<file path="config.mk">
export PLATFORM = sky130hd
export DESIGN_NAME = pedal_multitap_hold_cluster_select
export DESIGN_NICKNAME = d
export VERILOG_FILES = /design/src/sv/pmhc_pkg.sv /design/src/sv/pedal_multitap_hold_cluster_select.sv /design/src/sv/pmhc_queue.sv /design/src/sv/pmhc_front.sv /design/src/sv/pmhc_back.sv
export SDC_FILE = /design/constraint.sdc
export NUM_CORES = 1
export LEC_CHECK = 0
export ABC_AREA = 0
export BUFFER_PORTS_ARGS = -buffer_cell sky130_fd_sc_hd__buf_2
export CAP_MARGIN = 20
export CORE_ASPECT_RATIO = 0.75
export CORE_MARGIN = 4
export CORE_UTILIZATION = 50
export DETAILED_ROUTE_END_ITERATION = 10
export PLACE_DENSITY = 0.79
export SLEW_MARGIN = 20
export SYNTH_ARGS = -nofsm -noshare
export SYNTH_HDL_FRONTEND = slang
export SYNTH_SLANG_ARGS = --single-unit
</file>
<file path="constraint.sdc">
create_clock -name clk -period 3.96 [get_ports clk]
set_input_delay 0.198 -clock clk [delete_from_list [all_inputs] [get_ports clk]]
set_output_delay 0.198 -clock clk [all_outputs]
set_load 0.03 [all_outputs]
</file>
<file path="src/sv/pmhc_pkg.sv">
// Shared types, constants and helper functions of the pedal multi-tap cluster selector.
package pmhc_pkg;

  localparam int MAX_TAPS     = 6;
  localparam int SEL_BUTTONS  = 3;
  localparam int SEL_IDX_W    = (SEL_BUTTONS > 1) ? $clog2(SEL_BUTTONS) : 1;
  localparam int GROUP_SIZE   = 3;
  localparam int NUM_CLUSTERS = 2 * GROUP_SIZE;
  localparam int TAPS_CAP     = 2 * GROUP_SIZE;
  localparam int TAPS_W       = $clog2(MAX_TAPS + 1);
  localparam int CLUSTER_W    = 3;
  localparam int TIMER_W      = 12;
  localparam int MASK_W       = 18;
  localparam int ENTRY_W      = 5;
  localparam int ENTRY_MAX    = NUM_CLUSTERS * GROUP_SIZE - 1;
  localparam int CFG_IDX_W    = 2;
  localparam int CFG_DATA_W   = 18;

  localparam logic [TIMER_W-1:0] TIMER_MAX = {TIMER_W{1'b1}};

  localparam logic [TIMER_W-1:0] WINDOW_RESET     = 12'd800;
  localparam logic [TIMER_W-1:0] GROUP_HOLD_RESET = 12'd500;
  localparam logic [TIMER_W-1:0] HOLD_THR_RESET   = 12'd200;
  localparam logic [MASK_W-1:0]  HOLD_MASK_RESET  = 18'd163840;

  // Register indexes on the configuration port.
  localparam logic [CFG_IDX_W-1:0] REG_MULTITAP_WINDOW = 2'd0;
  localparam logic [CFG_IDX_W-1:0] REG_GROUP_HOLD_TIME = 2'd1;
  localparam logic [CFG_IDX_W-1:0] REG_HOLD_THRESHOLD  = 2'd2;
  localparam logic [CFG_IDX_W-1:0] REG_HOLD_MASK       = 2'd3;

  // Input operation codes.
  localparam logic [2:0] OP_TICK          = 3'd0;
  localparam logic [2:0] OP_PEDAL_PRESS   = 3'd1;
  localparam logic [2:0] OP_PEDAL_RELEASE = 3'd2;
  localparam logic [2:0] OP_SEL_PRESS     = 3'd3;
  localparam logic [2:0] OP_SEL_RELEASE   = 3'd4;
  localparam logic [2:0] OP_TOGGLE        = 3'd5;

  // Result slots: one per select button (slot 0 also carries a single cluster
  // change), one for hold start or release, one for the macro commit.
  localparam int NUM_SLOTS   = SEL_BUTTONS + 2;
  localparam int SLOT_W      = $clog2(NUM_SLOTS);
  localparam int SLOT_SINGLE = 0;
  localparam int SLOT_HOLD   = SEL_BUTTONS;
  localparam int SLOT_COMMIT = SEL_BUTTONS + 1;

  localparam int QDEPTH  = 2;
  localparam int QPTR_W  = $clog2(QDEPTH);
  localparam int QCNT_W  = $clog2(QDEPTH + 1);

  typedef enum logic [2:0] {
    CMD_TICK,
    CMD_PEDAL_PRESS,
    CMD_PEDAL_RELEASE,
    CMD_SEL_PRESS,
    CMD_SEL_RELEASE,
    CMD_TOGGLE
  } cmd_kind_t;

  typedef struct packed {
    cmd_kind_t              kind;
    logic [SEL_IDX_W-1:0]   sel;
  } cmd_t;

  typedef enum logic [1:0] {
    EV_CLUSTER      = 2'd0,
    EV_MACRO        = 2'd1,
    EV_HOLD_START   = 2'd2,
    EV_HOLD_RELEASE = 2'd3
  } ev_t;

  typedef struct packed {
    ev_t                  ev;
    logic [CLUSTER_W-1:0] cluster;
    logic [1:0]           taps;
  } result_t;

  typedef struct packed {
    logic [TIMER_W-1:0] window;
    logic [TIMER_W-1:0] group_hold;
    logic [TIMER_W-1:0] hold_thr;
    logic [MASK_W-1:0]  hold_mask;
  } cfg_t;

  function automatic logic [TIMER_W-1:0] sat_inc(logic [TIMER_W-1:0] t);
    return (t == TIMER_MAX) ? t : t + 1'b1;
  endfunction

  function automatic logic group_of(logic [CLUSTER_W-1:0] c);
    return c >= CLUSTER_W'(GROUP_SIZE);
  endfunction

  // Same position in the other group.
  function automatic logic [CLUSTER_W-1:0] other_cluster(logic [CLUSTER_W-1:0] c);
    return group_of(c) ? c - CLUSTER_W'(GROUP_SIZE) : c + CLUSTER_W'(GROUP_SIZE);
  endfunction

  // Cluster at a position of a group; anything past the last cluster becomes zero.
  function automatic logic [CLUSTER_W-1:0] pick_cluster(logic grp,
                                                        logic [SEL_IDX_W-1:0] pos);
    logic [3:0] v;
    v = (grp ? 4'(GROUP_SIZE) : 4'd0) + 4'(pos);
    return (v > 4'(NUM_CLUSTERS - 1)) ? '0 : CLUSTER_W'(v);
  endfunction

  function automatic logic [CLUSTER_W-1:0] entry_cluster(logic [ENTRY_W-1:0] e);
    logic [CLUSTER_W-1:0] q;
    q = '0;
    for (int k = 1; k < NUM_CLUSTERS; k++) begin
      if (e >= ENTRY_W'(GROUP_SIZE * k)) q = CLUSTER_W'(k);
    end
    return q;
  endfunction

  function automatic logic [1:0] entry_taps(logic [ENTRY_W-1:0] e);
    logic [ENTRY_W-1:0] r;
    r = e - ENTRY_W'(entry_cluster(e)) * ENTRY_W'(GROUP_SIZE) + 1'b1;
    return r[1:0];
  endfunction

endpackage

</file>
<file path="src/sv/pedal_multitap_hold_cluster_select.sv">
// Top level of the pedal multi-tap and hold detector with cluster selection.
//
//  Channel  Direction  Handshake            Payload
//  in       input      in_valid/in_ready    op[2:0], button[1:0]
//  out      output     out_valid/out_ready  event_res[1:0], cluster[2:0], tap_count[1:0], last
//  cfg      input      cfg_valid/cfg_ready  cfg_index[1:0], cfg_data[17:0]
//
// Each item occupies the back executor until the results it causes (up to four for a tick)
// have drained; the executor emits one result beat per cycle unless the output stalls.
// A two-entry command queue sits between the front decoder and the executor, so input
// beats keep being taken while results drain. The configuration port is always ready.
// Reset is synchronous and clears all detector state and the queue.
// A stalled output holds the current result; the queue then fills and drops in_ready.
module pedal_multitap_hold_cluster_select (
  input  logic                            clk,
  input  logic                            rst,
  input  logic                            in_valid,
  output logic                            in_ready,
  input  logic [2:0]                      op,
  input  logic [1:0]                      button,
  output logic                            out_valid,
  input  logic                            out_ready,
  output logic [1:0]                      event_res,
  output logic [2:0]                      cluster,
  output logic [1:0]                      tap_count,
  output logic                            last,
  input  logic                            cfg_valid,
  output logic                            cfg_ready,
  input  logic [pmhc_pkg::CFG_IDX_W-1:0]  cfg_index,
  input  logic [pmhc_pkg::CFG_DATA_W-1:0] cfg_data
);

  // Configuration registers. The sender writes them only while the block is idle.
  pmhc_pkg::cfg_t cfg;

  logic           push_valid;
  logic           push_ready;
  pmhc_pkg::cmd_t push_data;
  logic           cmd_valid;
  logic           cmd_pop;
  pmhc_pkg::cmd_t cmd;

  assign cfg_ready = 1'b1;

  always_ff @(posedge clk) begin
    if (rst) begin
      cfg.window     <= pmhc_pkg::WINDOW_RESET;
      cfg.group_hold <= pmhc_pkg::GROUP_HOLD_RESET;
      cfg.hold_thr   <= pmhc_pkg::HOLD_THR_RESET;
      cfg.hold_mask  <= pmhc_pkg::HOLD_MASK_RESET;
    end else if (cfg_valid && cfg_ready) begin
      unique case (cfg_index)
        pmhc_pkg::REG_MULTITAP_WINDOW: cfg.window     <= cfg_data[pmhc_pkg::TIMER_W-1:0];
        pmhc_pkg::REG_GROUP_HOLD_TIME: cfg.group_hold <= cfg_data[pmhc_pkg::TIMER_W-1:0];
        pmhc_pkg::REG_HOLD_THRESHOLD:  cfg.hold_thr   <= cfg_data[pmhc_pkg::TIMER_W-1:0];
        pmhc_pkg::REG_HOLD_MASK:       cfg.hold_mask  <= cfg_data[pmhc_pkg::MASK_W-1:0];
      endcase
    end
  end

  // The front decodes every beat; unused ops and bad button indexes are
  // accepted and dropped without reaching the queue.
  pmhc_front u_front (
    .in_valid   (in_valid),
    .in_ready   (in_ready),
    .op         (op),
    .button     (button),
    .push_valid (push_valid),
    .push_ready (push_ready),
    .push_data  (push_data)
  );

  pmhc_queue u_queue (
    .clk        (clk),
    .rst        (rst),
    .push_valid (push_valid),
    .push_ready (push_ready),
    .push_data  (push_data),
    .pop_valid  (cmd_valid),
    .pop        (cmd_pop),
    .pop_data   (cmd)
  );

  // The back takes the next command in the same cycle the last result of the
  // previous one moves into the output register.
  pmhc_back u_back (
    .clk        (clk),
    .rst        (rst),
    .cfg        (cfg),
    .cmd_valid  (cmd_valid),
    .cmd        (cmd),
    .cmd_pop    (cmd_pop),
    .out_valid  (out_valid),
    .out_ready  (out_ready),
    .event_res  (event_res),
    .cluster    (cluster),
    .tap_count  (tap_count),
    .last       (last)
  );

endmodule

</file>
<file path="src/sv/pmhc_queue.sv">
// Short command queue between the front decoder and the back executor.
module pmhc_queue (
  input  logic           clk,
  input  logic           rst,
  input  logic           push_valid,
  output logic           push_ready,
  input  pmhc_pkg::cmd_t push_data,
  output logic           pop_valid,
  input  logic           pop,
  output pmhc_pkg::cmd_t pop_data
);

  pmhc_pkg::cmd_t                  entries [pmhc_pkg::QDEPTH];
  logic [pmhc_pkg::QPTR_W-1:0]     wr_ptr;
  logic [pmhc_pkg::QPTR_W-1:0]     rd_ptr;
  logic [pmhc_pkg::QCNT_W-1:0]     count;
  logic                            do_push;
  logic                            do_pop;

  assign push_ready = (count != pmhc_pkg::QCNT_W'(pmhc_pkg::QDEPTH));
  assign pop_valid  = (count != '0);
  assign pop_data   = entries[rd_ptr];
  assign do_push    = push_valid && push_ready;
  assign do_pop     = pop && pop_valid;

  always_ff @(posedge clk) begin
    if (do_push) begin
      entries[wr_ptr] <= push_data;
    end
  end

  always_ff @(posedge clk) begin
    if (rst) begin
      wr_ptr <= '0;
      rd_ptr <= '0;
      count  <= '0;
    end else begin
      if (do_push) begin
        wr_ptr <= (wr_ptr == pmhc_pkg::QPTR_W'(pmhc_pkg::QDEPTH - 1)) ? '0 : wr_ptr + 1'b1;
      end
      if (do_pop) begin
        rd_ptr <= (rd_ptr == pmhc_pkg::QPTR_W'(pmhc_pkg::QDEPTH - 1)) ? '0 : rd_ptr + 1'b1;
      end
      if (do_push && !do_pop) begin
        count <= count + 1'b1;
      end else if (do_pop && !do_push) begin
        count <= count - 1'b1;
      end
    end
  end

endmodule

</file>
<file path="src/sv/pmhc_front.sv">
// Front decoder: accepts input beats and classifies them into queue commands.
module pmhc_front (
  input  logic                 in_valid,
  output logic                 in_ready,
  input  logic [2:0]           op,
  input  logic [1:0]           button,
  output logic                 push_valid,
  input  logic                 push_ready,
  output pmhc_pkg::cmd_t       push_data
);

  logic sel_ok;
  logic keep;

  assign sel_ok = ({1'b0, button} < 3'(pmhc_pkg::SEL_BUTTONS));

  // Unused ops and select ops on a missing button are taken and dropped.
  always_comb begin
    keep           = 1'b1;
    push_data.sel  = button[pmhc_pkg::SEL_IDX_W-1:0];
    push_data.kind = pmhc_pkg::CMD_TICK;
    unique case (op)
      pmhc_pkg::OP_TICK:          push_data.kind = pmhc_pkg::CMD_TICK;
      pmhc_pkg::OP_PEDAL_PRESS:   push_data.kind = pmhc_pkg::CMD_PEDAL_PRESS;
      pmhc_pkg::OP_PEDAL_RELEASE: push_data.kind = pmhc_pkg::CMD_PEDAL_RELEASE;
      pmhc_pkg::OP_SEL_PRESS: begin
        push_data.kind = pmhc_pkg::CMD_SEL_PRESS;
        keep           = sel_ok;
      end
      pmhc_pkg::OP_SEL_RELEASE: begin
        push_data.kind = pmhc_pkg::CMD_SEL_RELEASE;
        keep           = sel_ok;
      end
      pmhc_pkg::OP_TOGGLE:        push_data.kind = pmhc_pkg::CMD_TOGGLE;
      default:                    keep = 1'b0;
    endcase
  end

  assign in_ready   = push_ready;
  assign push_valid = in_valid && keep;

endmodule

</file>
<file path="src/sv/pmhc_back.sv">
// Back executor: keeps the detector state, runs one command and drains its results.
module pmhc_back (
  input  logic                            clk,
  input  logic                            rst,
  input  pmhc_pkg::cfg_t                  cfg,
  input  logic                            cmd_valid,
  input  pmhc_pkg::cmd_t                  cmd,
  output logic                            cmd_pop,
  output logic                            out_valid,
  input  logic                            out_ready,
  output logic [1:0]                      event_res,
  output logic [pmhc_pkg::CLUSTER_W-1:0]  cluster,
  output logic [1:0]                      tap_count,
  output logic                            last
);

  localparam int SB = pmhc_pkg::SEL_BUTTONS;
  localparam int TW = pmhc_pkg::TIMER_W;

  // Detector state.
  logic [pmhc_pkg::CLUSTER_W-1:0] cur_cluster;
  logic [SB-1:0]                  sel_down;
  logic [SB-1:0]                  sel_fired;
  logic [TW-1:0]                  sel_timer [SB];
  logic                           pedal_down;
  logic                           hold_primed;
  logic                           hold_running;
  logic [pmhc_pkg::TAPS_W-1:0]    taps_pending;
  logic [TW-1:0]                  tap_timer;
  logic [TW-1:0]                  hold_count;
  logic [pmhc_pkg::ENTRY_W-1:0]   armed_entry;

  logic [pmhc_pkg::CLUSTER_W-1:0] cur_cluster_next;
  logic [SB-1:0]                  sel_down_next;
  logic [SB-1:0]                  sel_fired_next;
  logic [TW-1:0]                  sel_timer_next [SB];
  logic                           pedal_down_next;
  logic                           hold_primed_next;
  logic                           hold_running_next;
  logic [pmhc_pkg::TAPS_W-1:0]    taps_pending_next;
  logic [TW-1:0]                  tap_timer_next;
  logic [TW-1:0]                  hold_count_next;
  logic [pmhc_pkg::ENTRY_W-1:0]   armed_entry_next;

  // Result slots of the command being drained.
  pmhc_pkg::result_t              slots [pmhc_pkg::NUM_SLOTS];
  logic [pmhc_pkg::NUM_SLOTS-1:0] slot_mask;
  pmhc_pkg::result_t              slots_next [pmhc_pkg::NUM_SLOTS];
  logic [pmhc_pkg::NUM_SLOTS-1:0] slot_mask_next;

  pmhc_pkg::result_t              out_res;

  logic [pmhc_pkg::SLOT_W-1:0]    drain_idx;
  logic [pmhc_pkg::NUM_SLOTS-1:0] rest_mask;
  logic [pmhc_pkg::NUM_SLOTS-1:0] mask_after;
  logic                           out_free;
  logic                           drain;

  // Command evaluation.
  always_comb begin
    logic [pmhc_pkg::TAPS_W-1:0]  tv;
    logic [pmhc_pkg::ENTRY_W-1:0] e;
    logic                         tap_ok;
    logic [pmhc_pkg::CLUSTER_W-1:0] cl;

    cur_cluster_next  = cur_cluster;
    sel_down_next     = sel_down;
    sel_fired_next    = sel_fired;
    sel_timer_next    = sel_timer;
    pedal_down_next   = pedal_down;
    hold_primed_next  = hold_primed;
    hold_running_next = hold_running;
    taps_pending_next = taps_pending;
    tap_timer_next    = tap_timer;
    hold_count_next   = hold_count;
    armed_entry_next  = armed_entry;
    slot_mask_next    = '0;
    for (int k = 0; k < pmhc_pkg::NUM_SLOTS; k++) begin
      slots_next[k] = '{ev: pmhc_pkg::EV_CLUSTER, cluster: '0, taps: 2'd0};
    end
    tv     = '0;
    e      = '0;
    tap_ok = 1'b0;
    cl     = cur_cluster;

    unique case (cmd.kind)
      pmhc_pkg::CMD_TICK: begin
        // Long presses in button order; each may move the cluster for the next.
        for (int i = 0; i < SB; i++) begin
          if (sel_down_next[i]) sel_timer_next[i] = pmhc_pkg::sat_inc(sel_timer_next[i]);
          if (sel_down_next[i] && !sel_fired_next[i] &&
              sel_timer_next[i] >= cfg.group_hold) begin
            cur_cluster_next = pmhc_pkg::pick_cluster(!pmhc_pkg::group_of(cur_cluster_next),
                                                      pmhc_pkg::SEL_IDX_W'(i));
            sel_fired_next[i] = 1'b1;
            slot_mask_next[i] = 1'b1;
            slots_next[i] = '{ev: pmhc_pkg::EV_CLUSTER, cluster: cur_cluster_next,
                              taps: 2'd0};
          end
        end
        if (hold_primed) hold_count_next = pmhc_pkg::sat_inc(hold_count);
        if (hold_primed && pedal_down && !hold_running && hold_count_next >= cfg.hold_thr) begin
          hold_running_next = 1'b1;
          slot_mask_next[pmhc_pkg::SLOT_HOLD] = 1'b1;
          slots_next[pmhc_pkg::SLOT_HOLD] = '{ev: pmhc_pkg::EV_HOLD_START,
                                             cluster: pmhc_pkg::entry_cluster(armed_entry),
                                             taps: pmhc_pkg::entry_taps(armed_entry)};
        end
        if (taps_pending != '0) tap_timer_next = pmhc_pkg::sat_inc(tap_timer);
        if (!hold_running_next && !hold_primed && taps_pending != '0 &&
            tap_timer_next >= cfg.window) begin
          tv = (taps_pending > pmhc_pkg::TAPS_W'(pmhc_pkg::TAPS_CAP)) ?
               pmhc_pkg::TAPS_W'(pmhc_pkg::TAPS_CAP) : taps_pending;
          cl = cur_cluster_next;
          if (tv > pmhc_pkg::TAPS_W'(pmhc_pkg::GROUP_SIZE)) begin
            cl = pmhc_pkg::other_cluster(cur_cluster_next);
            tv = tv - pmhc_pkg::TAPS_W'(pmhc_pkg::GROUP_SIZE);
          end
          slot_mask_next[pmhc_pkg::SLOT_COMMIT] = 1'b1;
          slots_next[pmhc_pkg::SLOT_COMMIT] = '{ev: pmhc_pkg::EV_MACRO, cluster: cl,
                                               taps: tv[1:0]};
          taps_pending_next = '0;
          tap_timer_next    = '0;
        end
      end
      pmhc_pkg::CMD_PEDAL_PRESS: begin
        pedal_down_next = 1'b1;
        if (taps_pending < pmhc_pkg::TAPS_W'(pmhc_pkg::MAX_TAPS)) begin
          taps_pending_next = taps_pending + 1'b1;
        end
        tap_timer_next = '0;
        tap_ok = (taps_pending_next >= pmhc_pkg::TAPS_W'(1)) &&
                 (taps_pending_next <= pmhc_pkg::TAPS_W'(pmhc_pkg::GROUP_SIZE));
        e = pmhc_pkg::ENTRY_W'(cur_cluster) * pmhc_pkg::ENTRY_W'(pmhc_pkg::GROUP_SIZE) +
            pmhc_pkg::ENTRY_W'(taps_pending_next) - 1'b1;
        if (tap_ok && cfg.hold_mask[e]) begin
          hold_primed_next = 1'b1;
          hold_count_next  = '0;
          // A hold already running keeps the entry that started it.
          if (!hold_running) armed_entry_next = e;
        end else begin
          hold_primed_next = 1'b0;
        end
      end
      pmhc_pkg::CMD_PEDAL_RELEASE: begin
        pedal_down_next = 1'b0;
        if (hold_running) begin
          slot_mask_next[pmhc_pkg::SLOT_HOLD] = 1'b1;
          slots_next[pmhc_pkg::SLOT_HOLD] = '{ev: pmhc_pkg::EV_HOLD_RELEASE,
                                             cluster: pmhc_pkg::entry_cluster(armed_entry),
                                             taps: pmhc_pkg::entry_taps(armed_entry)};
          hold_running_next = 1'b0;
          taps_pending_next = '0;
          tap_timer_next    = '0;
        end
        hold_primed_next = 1'b0;
      end
      pmhc_pkg::CMD_SEL_PRESS: begin
        sel_down_next[cmd.sel]  = 1'b1;
        sel_fired_next[cmd.sel] = 1'b0;
        sel_timer_next[cmd.sel] = '0;
      end
      pmhc_pkg::CMD_SEL_RELEASE: begin
        sel_down_next[cmd.sel] = 1'b0;
        if (!sel_fired[cmd.sel]) begin
          cur_cluster_next = pmhc_pkg::pick_cluster(pmhc_pkg::group_of(cur_cluster), cmd.sel);
          slot_mask_next[pmhc_pkg::SLOT_SINGLE] = 1'b1;
          slots_next[pmhc_pkg::SLOT_SINGLE] = '{ev: pmhc_pkg::EV_CLUSTER,
                                               cluster: cur_cluster_next, taps: 2'd0};
        end
      end
      pmhc_pkg::CMD_TOGGLE: begin
        cur_cluster_next = pmhc_pkg::other_cluster(cur_cluster);
        slot_mask_next[pmhc_pkg::SLOT_SINGLE] = 1'b1;
        slots_next[pmhc_pkg::SLOT_SINGLE] = '{ev: pmhc_pkg::EV_CLUSTER,
                                             cluster: cur_cluster_next, taps: 2'd0};
      end
      default: begin
        slot_mask_next = '0;
      end
    endcase
  end

  // Drain the lowest pending slot into the output register.
  always_comb begin
    drain_idx = '0;
    for (int k = pmhc_pkg::NUM_SLOTS - 1; k >= 0; k--) begin
      if (slot_mask[k]) drain_idx = pmhc_pkg::SLOT_W'(k);
    end
    rest_mask            = slot_mask;
    rest_mask[drain_idx] = 1'b0;
  end

  assign out_free   = !out_valid || out_ready;
  assign drain      = (slot_mask != '0) && out_free;
  assign mask_after = drain ? rest_mask : slot_mask;
  assign cmd_pop    = cmd_valid && (mask_after == '0);

  always_ff @(posedge clk) begin
    if (cmd_pop) begin
      slots <= slots_next;
    end
    if (drain) begin
      out_res <= slots[drain_idx];
      last    <= (rest_mask == '0);
    end
  end

  always_ff @(posedge clk) begin
    if (rst) begin
      cur_cluster  <= '0;
      sel_down     <= '0;
      sel_fired    <= '0;
      for (int i = 0; i < SB; i++) sel_timer[i] <= '0;
      pedal_down   <= 1'b0;
      hold_primed  <= 1'b0;
      hold_running <= 1'b0;
      taps_pending <= '0;
      tap_timer    <= '0;
      hold_count   <= '0;
      armed_entry  <= '0;
      slot_mask    <= '0;
      out_valid    <= 1'b0;
    end else begin
      if (cmd_pop) begin
        cur_cluster  <= cur_cluster_next;
        sel_down     <= sel_down_next;
        sel_fired    <= sel_fired_next;
        sel_timer    <= sel_timer_next;
        pedal_down   <= pedal_down_next;
        hold_primed  <= hold_primed_next;
        hold_running <= hold_running_next;
        taps_pending <= taps_pending_next;
        tap_timer    <= tap_timer_next;
        hold_count   <= hold_count_next;
        armed_entry  <= armed_entry_next;
        slot_mask    <= slot_mask_next;
      end else begin
        slot_mask    <= mask_after;
      end
      if (drain) begin
        out_valid <= 1'b1;
      end else if (out_ready) begin
        out_valid <= 1'b0;
      end
    end
  end

  assign event_res = out_res.ev;
  assign cluster   = out_res.cluster;
  assign tap_count = out_res.taps;

`ifndef SYNTHESIS
  a_cluster_range: assert property (@(posedge clk) disable iff (rst)
    cur_cluster <= pmhc_pkg::CLUSTER_W'(pmhc_pkg::NUM_CLUSTERS - 1))
    else $error("current cluster out of range");

  a_taps_range: assert property (@(posedge clk) disable iff (rst)
    taps_pending <= pmhc_pkg::TAPS_W'(pmhc_pkg::MAX_TAPS))
    else $error("pending tap count above its limit");

  a_entry_range: assert property (@(posedge clk) disable iff (rst)
    armed_entry <= pmhc_pkg::ENTRY_W'(pmhc_pkg::ENTRY_MAX))
    else $error("armed hold entry out of range");

  a_burst_gapless: assert property (@(posedge clk) disable iff (rst)
    out_valid && out_ready && !last |=> out_valid)
    else $error("results of one item were not delivered back to back");
`endif

endmodule
</file>
==> flow_summary.yaml, run 1 <==
run_status:
  status: "complete, but fails checks"
  violations: "negative setup slack"
cts:
  clk_pin_slew_ns: 0.07
  cts_root_buf: "clkbuf_16"
  cts-htree-levels: 4
  cts.sinks: 183
  clockBufferDepth: 2
  cts_buffers: 17
  cts_tree: "built"
  clk_latency_ns: 0.44
route:
  drc_errors: 0
  drt_wl_total_um: 30700
  ant_nets: 0
  via_per_inst: 5.95
  wire_per_inst_um: 17.9
  drt-initial-drc-count: 1145
  first_pass_iters: 5
  num_vias: 10200
yosys:
  synth_xor_area_share_pct: 4.05
  ys_ff_latch: 183
  synth_warnings: 0
  synth-main-ff-cell: "dfxtp_1"
  muxShareOfSynthArea_pct: 4.84
  syn_inst: 1291
  yosysTopAreaCell: "dfxtp_1"
  syn-cell-area_um2: 11000
  avgSynthCellArea_um2: 8.55
  netlist.area_leader.share_pct: 26.3
  synth_compound_area_share_pct: 18.2
  synthAdderAreaFrac_pct: 10.4
  async_reset_ff_share_pct: 0
  yosysSeqAreaShare_pct: 36.6
  synthTopCellsByArea: "dfxtp_1 (26%), edfxtp_1 (10%), ha_1 (9.6%), nand2_1 (6.4%), a21oi_1 (4.8%)"
  synth_enable_flop_cells: 38
  synth-simple-area-share_pct: 21.2
  synth_top_family_by_area: "simple AND/OR/NAND/NOR gates"
  yosysUniqueCellTypes: 80
  synth_fp_nets: 1409
floorplan:
  num_rows: 46
  coreArea_um2: 21400
  die_h_um: 137
  die_w_um: 180
  die-area_um2: 24500
  pin_count: 41
  floorplan.initialDensity_pct: 51.5
finish:
  stdcell_count: 1714
  multiInputGateArea_um2: 6930
  nNetsFinal: 1532
  num_antenna_cells: 0
  fill_cells: 1786
  area_growth_pct: 21.5
  drive_above_1_share_pct: 21.9
  layout.area.seq_um2: 4070
  fin_util_pct: 62.6
  most-common-layout-cells: "nand2_1 (183), dfxtp_1 (130), nor2_1 (115)"
  mostFrequentLayoutCell: "nand2_1"
  final_area_um2: 13400
placed_design:
  port_buffers: 39
  dp.cells: 1641
  dpl-instance-area_um2: 12000
  dp_hpwl_um: 21000
  gp_congestion: 0.949
worst_setup_path:
  r2r_cells: 22
  cp_data_required_time_ns: 4.27
  path_max_fanout: 5
  crit_top_cell: "ha_4"
  worstSetupPathType: "flip-flop to flip-flop"
  reg2reg_to: "u_back.slots[3]$_SDFFCE_PN0P_"
  slowest_delay_ns: 0.36
  cp_slowest_cell: "dfxtp_2"
  crit_arrival_ns: 4.32
  path_cells: "ha_4, nand3_4, nor3_4, buf_6, buf_4, nand4_1, nand2_2, ha_4, and3_1, a22oi_2, a21oi_2, a31oi_2, buf_6, buf_4, nand2_1, mux2i_4, or2_4, inv_4, ha_4, xnor2_1, a21oi_1, o21a_1"
  ff2ff_setup_slack_ns: -0.05
  r2r-start: "u_back.sel_timer[12]$_SDFFE_PP0P_"
  cp-start-kind: "flip-flop"
  end_kind: "flip-flop"
job:
  drv_cap: 0
timing:
  tightestPinTransition_ns: 1.01
  drv_slew: 0
  timing.slew.headroom_pct: 32.5
  period_share_pct: 101
  holdWs_ns: 0.0397
  fmax_ghz: 0.250
  finalCriticalPeriod_ns: 4.01
  fin_ws_ns: -0.0475
  finalSetupViolCount: 2
  setup_tns_ns: -0.0807
  hold_viol: 0
  rsz0062_at_grt: "true"
  skew_ns: 0.00597
global_route:
  overflow: 0
  grt_max_degree: 88
  track_usage_pct: 23.4
  grt_pass1_vias: 9419
  grt_pass1_wl_um: 47100
  antenna_found_initial: 0
worst_hold_path:
  hold_class: "input pin to flip-flop"
  hp-start: "cfg_data[3]"
  hold_end: "cfg[21]$_SDFFE_PP1P_"
  holdPathStages: 2
power:
  vdd_ir_drop_max_mv: 0.304
  p_leak_nw: 5.32
  p_per_area_nw_per_um2: 416
-- per-layer routing --
metal | part of all wire [%] | wire length [um] | GRT usage [%] | vias up
met5 | 0 | 0 | 0 | -
met4 | 2.0 | 613 | 6.94 | 0
met3 | 8.5 | 2600 | 4.65 | 64
met2 | 44 | 13400 | 35.3 | 456
met1 | 46 | 14000 | 34.3 | 4824
li1 | - | - | - | 4851
-- cell usage after synthesis (24+ instances only) --
library cell	n
nand2_1	189
dfxtp_1	145
nor2_1	120
a21oi_1	106
ha_1	85
inv_1	70
nand3_1	43
a22oi_1	41
clkbuf_1	38
edfxtp_1	38
o21ai_0	34
xnor2_1	34
nand2b_1	24
-- logic make-up after synthesis --
kind of cell               Yosys count
buffers and inverters              128
and+or+nand+nor                    498
muxes                               41
AOI/OAI and AO/OA                  299
other                                1
DFF                                183
xor gates and xnor gates            51
adders and majority gates           90
-- what timing repair did --
item                                    in CTS  in global routing
gates cloned                                 0                  1
buffers inserted                             4                 29
gates resized for setup                     23                 91
endpoints found under the setup margin       3                 37
hold endpoints to repair                    10                  0
hold buffers                                 8                  0
pin swaps                                    7                 44
-- worst max-delay path by stage --
stage	start	to	slack (ns)	cells past startpoint
floorplan	u_back.sel_timer[24]$_SDFFE_PP0P_	u_back.slots[4]$_SDFFCE_PN0P_	0.01	22
global placement	u_back.sel_timer[17]$_SDFFE_PP0P_	u_back.slots[4]$_SDFFCE_PN0P_	0.01	18
detailed placement	u_back.sel_timer[30]$_SDFFE_PP0P_	u_back.slots[4]$_SDFFCE_PN0P_	-0.17	18
CTS	u_back.sel_timer[1]$_SDFFE_PP0P_	u_back.slots[4]$_SDFFCE_PN0P_	0.002	20
global route	u_back.sel_timer[25]$_SDFFE_PP0P_	u_back.slots[4]$_SDFFCE_PN0P_	-0.26	19
finish	u_back.sel_timer[12]$_SDFFE_PP0P_	u_back.slots[3]$_SDFFCE_PN0P_	-0.05	22
-- worst max-delay path: cells and delay by family, from the launching register on --
| family | cells | cell delay [ns] |
|---|---|---|
| flops | 1 | 0.36 |
| buf+inv | 5 | 0.57 |
| simple gates | 7 | 1.21 |
| compound gates | 5 | 0.89 |
| fa+ha+maj | 3 | 0.53 |
| xor+xnor | 1 | 0.12 |
| mux | 1 | 0.18 |
-- registers in the layout, indices dropped and copies added, names as in the netlist, named ones only --
name	cells
cfg	54
u_back.sel_timer	36
u_back.slots	20
u_back.hold_count	12
u_back.tap_timer	12
u_queue.entries	10
u_back.armed_entry	5
u_back.slot_mask	5
u_back.cluster	3
u_back.cur_cluster	3
u_back.sel_fired	3
u_back.taps_pending	3
u_back.event_res	2
u_back.tap_count	2
u_queue.count	2
u_back.hold_primed	1
u_back.hold_running	1
u_back.last	1
u_back.out_valid	1
u_back.pedal_down	1
u_queue.rd_ptr	1
u_queue.wr_ptr	1
-- stage by stage --
stage	setup slack (ns)	power, mW
after floorplan	0.0132	3.24
after global placement	0.0113	3.68
after detailed placement	-0.172	3.73
after CTS	0.00172	5.44
after global routing	-0.257	5.82
final	-0.0475	5.57
-- where the power goes --
group | switching [mW] | internal (mW)
combinational | 1.01 | 0.661
clock | 0.718 | 1.00
sequential | 0.0911 | 2.10
total | 1.82 | 3.76
-- cell type report --
class,instances,share of cell area [%]
Clock buffer,24,3.99
Clock inverter,7,0.467
Inverter,71,2.01
Multi-Input combinational cell,980,51.7
Sequential cell,183,30.3
Tap cell,288,2.69
Timing Repair Buffer,161,8.81
No activity file was read; power rests on OpenSTA's default activity.
==> inputs of run 2 (changes only) <==
--- a/config.mk
+++ b/config.mk
@@ -13,6 +13,8 @@
 export CORE_UTILIZATION = 50
 export DETAILED_ROUTE_END_ITERATION = 10
 export PLACE_DENSITY = 0.79
+export RECOVER_POWER = 100
+export SETUP_SLACK_MARGIN = 0.1
 export SLEW_MARGIN = 20
 export SYNTH_ARGS = -nofsm -noshare
 export SYNTH_HDL_FRONTEND = slang
==> flow_summary.yaml, run 2 (synthesis results as in run 1) <==
global_route:
  grt_pass1_wl_um: 48300
  overflow: 0
  track_usage_pct: 23.9
  grt_pass1_vias: 9487
  grt_max_degree: 82
  antenna_found_initial: 0
worst_hold_path:
  hp-start: "cfg_data[8]"
  holdPathStages: 3
  hold_class: "input pin to flip-flop"
power:
  switchingPower_mw: 1.97
  seq_power_share_pct: 39.1
  sw_frac_of_total_pct: 35.2
  combPwrFrac_pct: 29.8
  p_leak_nw: 5.30
  power_frac_clock_pct: 31.2
  p_per_area_nw_per_um2: 419
  vdd_ir_drop_max_mv: 0.318
  internal_power_mw: 3.63
  total_power_mw: 5.60
placed_design:
  gp_congestion: 0.917
  port_buffers: 39
  dpl-instance-area_um2: 12100
  dp_hpwl_um: 20900
  dp.cells: 1647
route:
  dr_wl_met2_um: 13700
  drt-initial-drc-count: 1131
  ant_nets: 0
  via_per_inst: 6.01
  top_layer: "met4"
  routedLengthMet1_um: 13800
  wire_per_inst_um: 18.1
  wl_met3_um: 2820
  first_pass_iters: 6
  drc_errors: 0
  num_vias: 10300
  drt_wl_total_um: 30900
floorplan:
  floorplan.initialDensity_pct: 51.5
  die-area_um2: 24500
  pin_count: 41
  num_rows: 46
  coreArea_um2: 21400
  die_w_um: 180
  die_h_um: 137
timing:
  rsz0062_at_grt: "true"
  finalSetupViolCount: 1
  timing.slew.headroom_pct: -113
  holdWs_ns: 0.0318
  drv_slew: 64
  fin_ws_ns: -0.0821
  setup_tns_ns: -0.0821
  tightestPinTransition_ns: 3.20
  finalCriticalPeriod_ns: 4.04
  hold_viol: 0
  fmax_ghz: 0.247
  skew_ns: 0.0112
  period_share_pct: 102
worst_setup_path:
  path_cells: "and4_4, nand3_4, nor3_4, nor2b_4, mux2_4, ha_2, nand2_1, o21ai_2, a21oi_2, o211ai_1, o21a_4, mux2i_1, mux2i_2, ha_2, inv_2, ha_4, and2_4, o221ai_2, o211ai_1"
  path_max_fanout: 5
  crit_arrival_ns: 4.22
  worstSetupPathType: "flip-flop to flip-flop"
  cp_slowest_cell: "o211ai_1"
  cp-start-kind: "flip-flop"
  r2r_cells: 19
  end_kind: "flip-flop"
  cp-startpoint: "u_back.sel_timer[30]$_SDFFE_PP0P_"
  cp_data_required_time_ns: 4.14
  r2r-start: "u_back.sel_timer[30]$_SDFFE_PP0P_"
  slowest_delay_ns: 0.37
finish:
  reg_top3: "cfg x54, u_back.sel_timer x36, u_back.slots x20"
  final_area_um2: 13400
  mostFrequentLayoutCell: "nand2_1"
  num_antenna_cells: 0
  area_growth_pct: 21.2
  stdcell_count: 1710
  regMostFlops: "cfg"
  nNetsFinal: 1527
  largest_reg_flops: 54
  most-common-layout-cells: "nand2_1 (185), dfxtp_1 (127), nor2_1 (114)"
  drive_above_1_share_pct: 21.4
cts:
  cts.sinks: 183
  cts_root_buf: "clkbuf_16"
  cts_tree: "built"
  clk_pin_slew_ns: 0.08
  clk_latency_ns: 0.45
  cts_buffers: 17
  clockBufferDepth: 2
  cts-htree-levels: 4
run_status:
  violations: "max-capacitance violations, max-slew violations, negative setup slack"
  status: "complete, but fails checks"
job:
  drv_cap: 2
run 2: cell types whose count changed in the layout (fill, tap and decap cells not counted), moves of 6 or more:
cell / delta
buf_2: -13
buf_4: -9
clkbuf_1: +17
inv_8: +6
run 2: routing by layer:
layer | vias up | global-route usage, %
met1 | 4870 | 34.5
met4 | 0 | 6.60
met2 | 477 | 36.3
li1 | 4846 | -
met5 | - | 0
met3 | 81 | 5.37
run 2: repair_timing:
action	CTS	global route
hold endpoints to repair	10	0
resized for setup	41	83
pin swaps	23	45
buffers inserted	9	13
gates cloned	1	0
endpoints found under the setup margin	13	41
hold buffers	8	0
run 2: worst max-delay path: cells and delay by family (launching register included):
family,cells,cell delay (ns)
flops,1,0.33
mux,3,0.62
fa+ha+maj,3,0.71
compound gates,6,1.14
buf+inv,1,0.05
simple gates,6,0.93
run 2: power groups by stage:
stage,sequential [mW],clock (mW),combinational [mW]
global route,2.20,1.84,1.80
detailed placement,2.23,0,1.52
global placement,2.22,0,1.48
floorplan,2.20,0,1.06
finish,2.19,1.75,1.67
CTS,2.18,1.75,1.56
run 2: final cells by class:
| class | instances | area (um^2) |
|---|---|---|
| repair buffers | 156 | 1100 |
| flip-flops and latches | 183 | 4070 |
| clock buffers | 17 | 425 |
| well taps | 288 | 360 |
| fillers | 1755 | 8040 |
| inverters | 71 | 267 |
| clock inverters | 15 | 169 |
| multi-input cells | 980 | 6990 |
run 2: worst paths after layout:
| kind | slack [ns] | end |
|---|---|---|
| min | 0.03 | cfg[26]$_SDFFE_PP0P_ |
| max reg2reg | -0.08 | u_back.slots[4]$_SDFFCE_PN0P_ |
| max | -0.08 | u_back.slots[4]$_SDFFCE_PN0P_ |
| min reg2reg | 0.46 | cfg[14]$_SDFFE_PP0P_ |
run 2: stage by stage:
step | util (%) | setup WS, ns
floorplan | - | 0.109
global placement | 56.3 | -0.0609
detailed placement | 56.3 | -0.222
CTS | 60.6 | 0.0843
global route | 62.5 | -0.212
finish | 62.5 | -0.0821
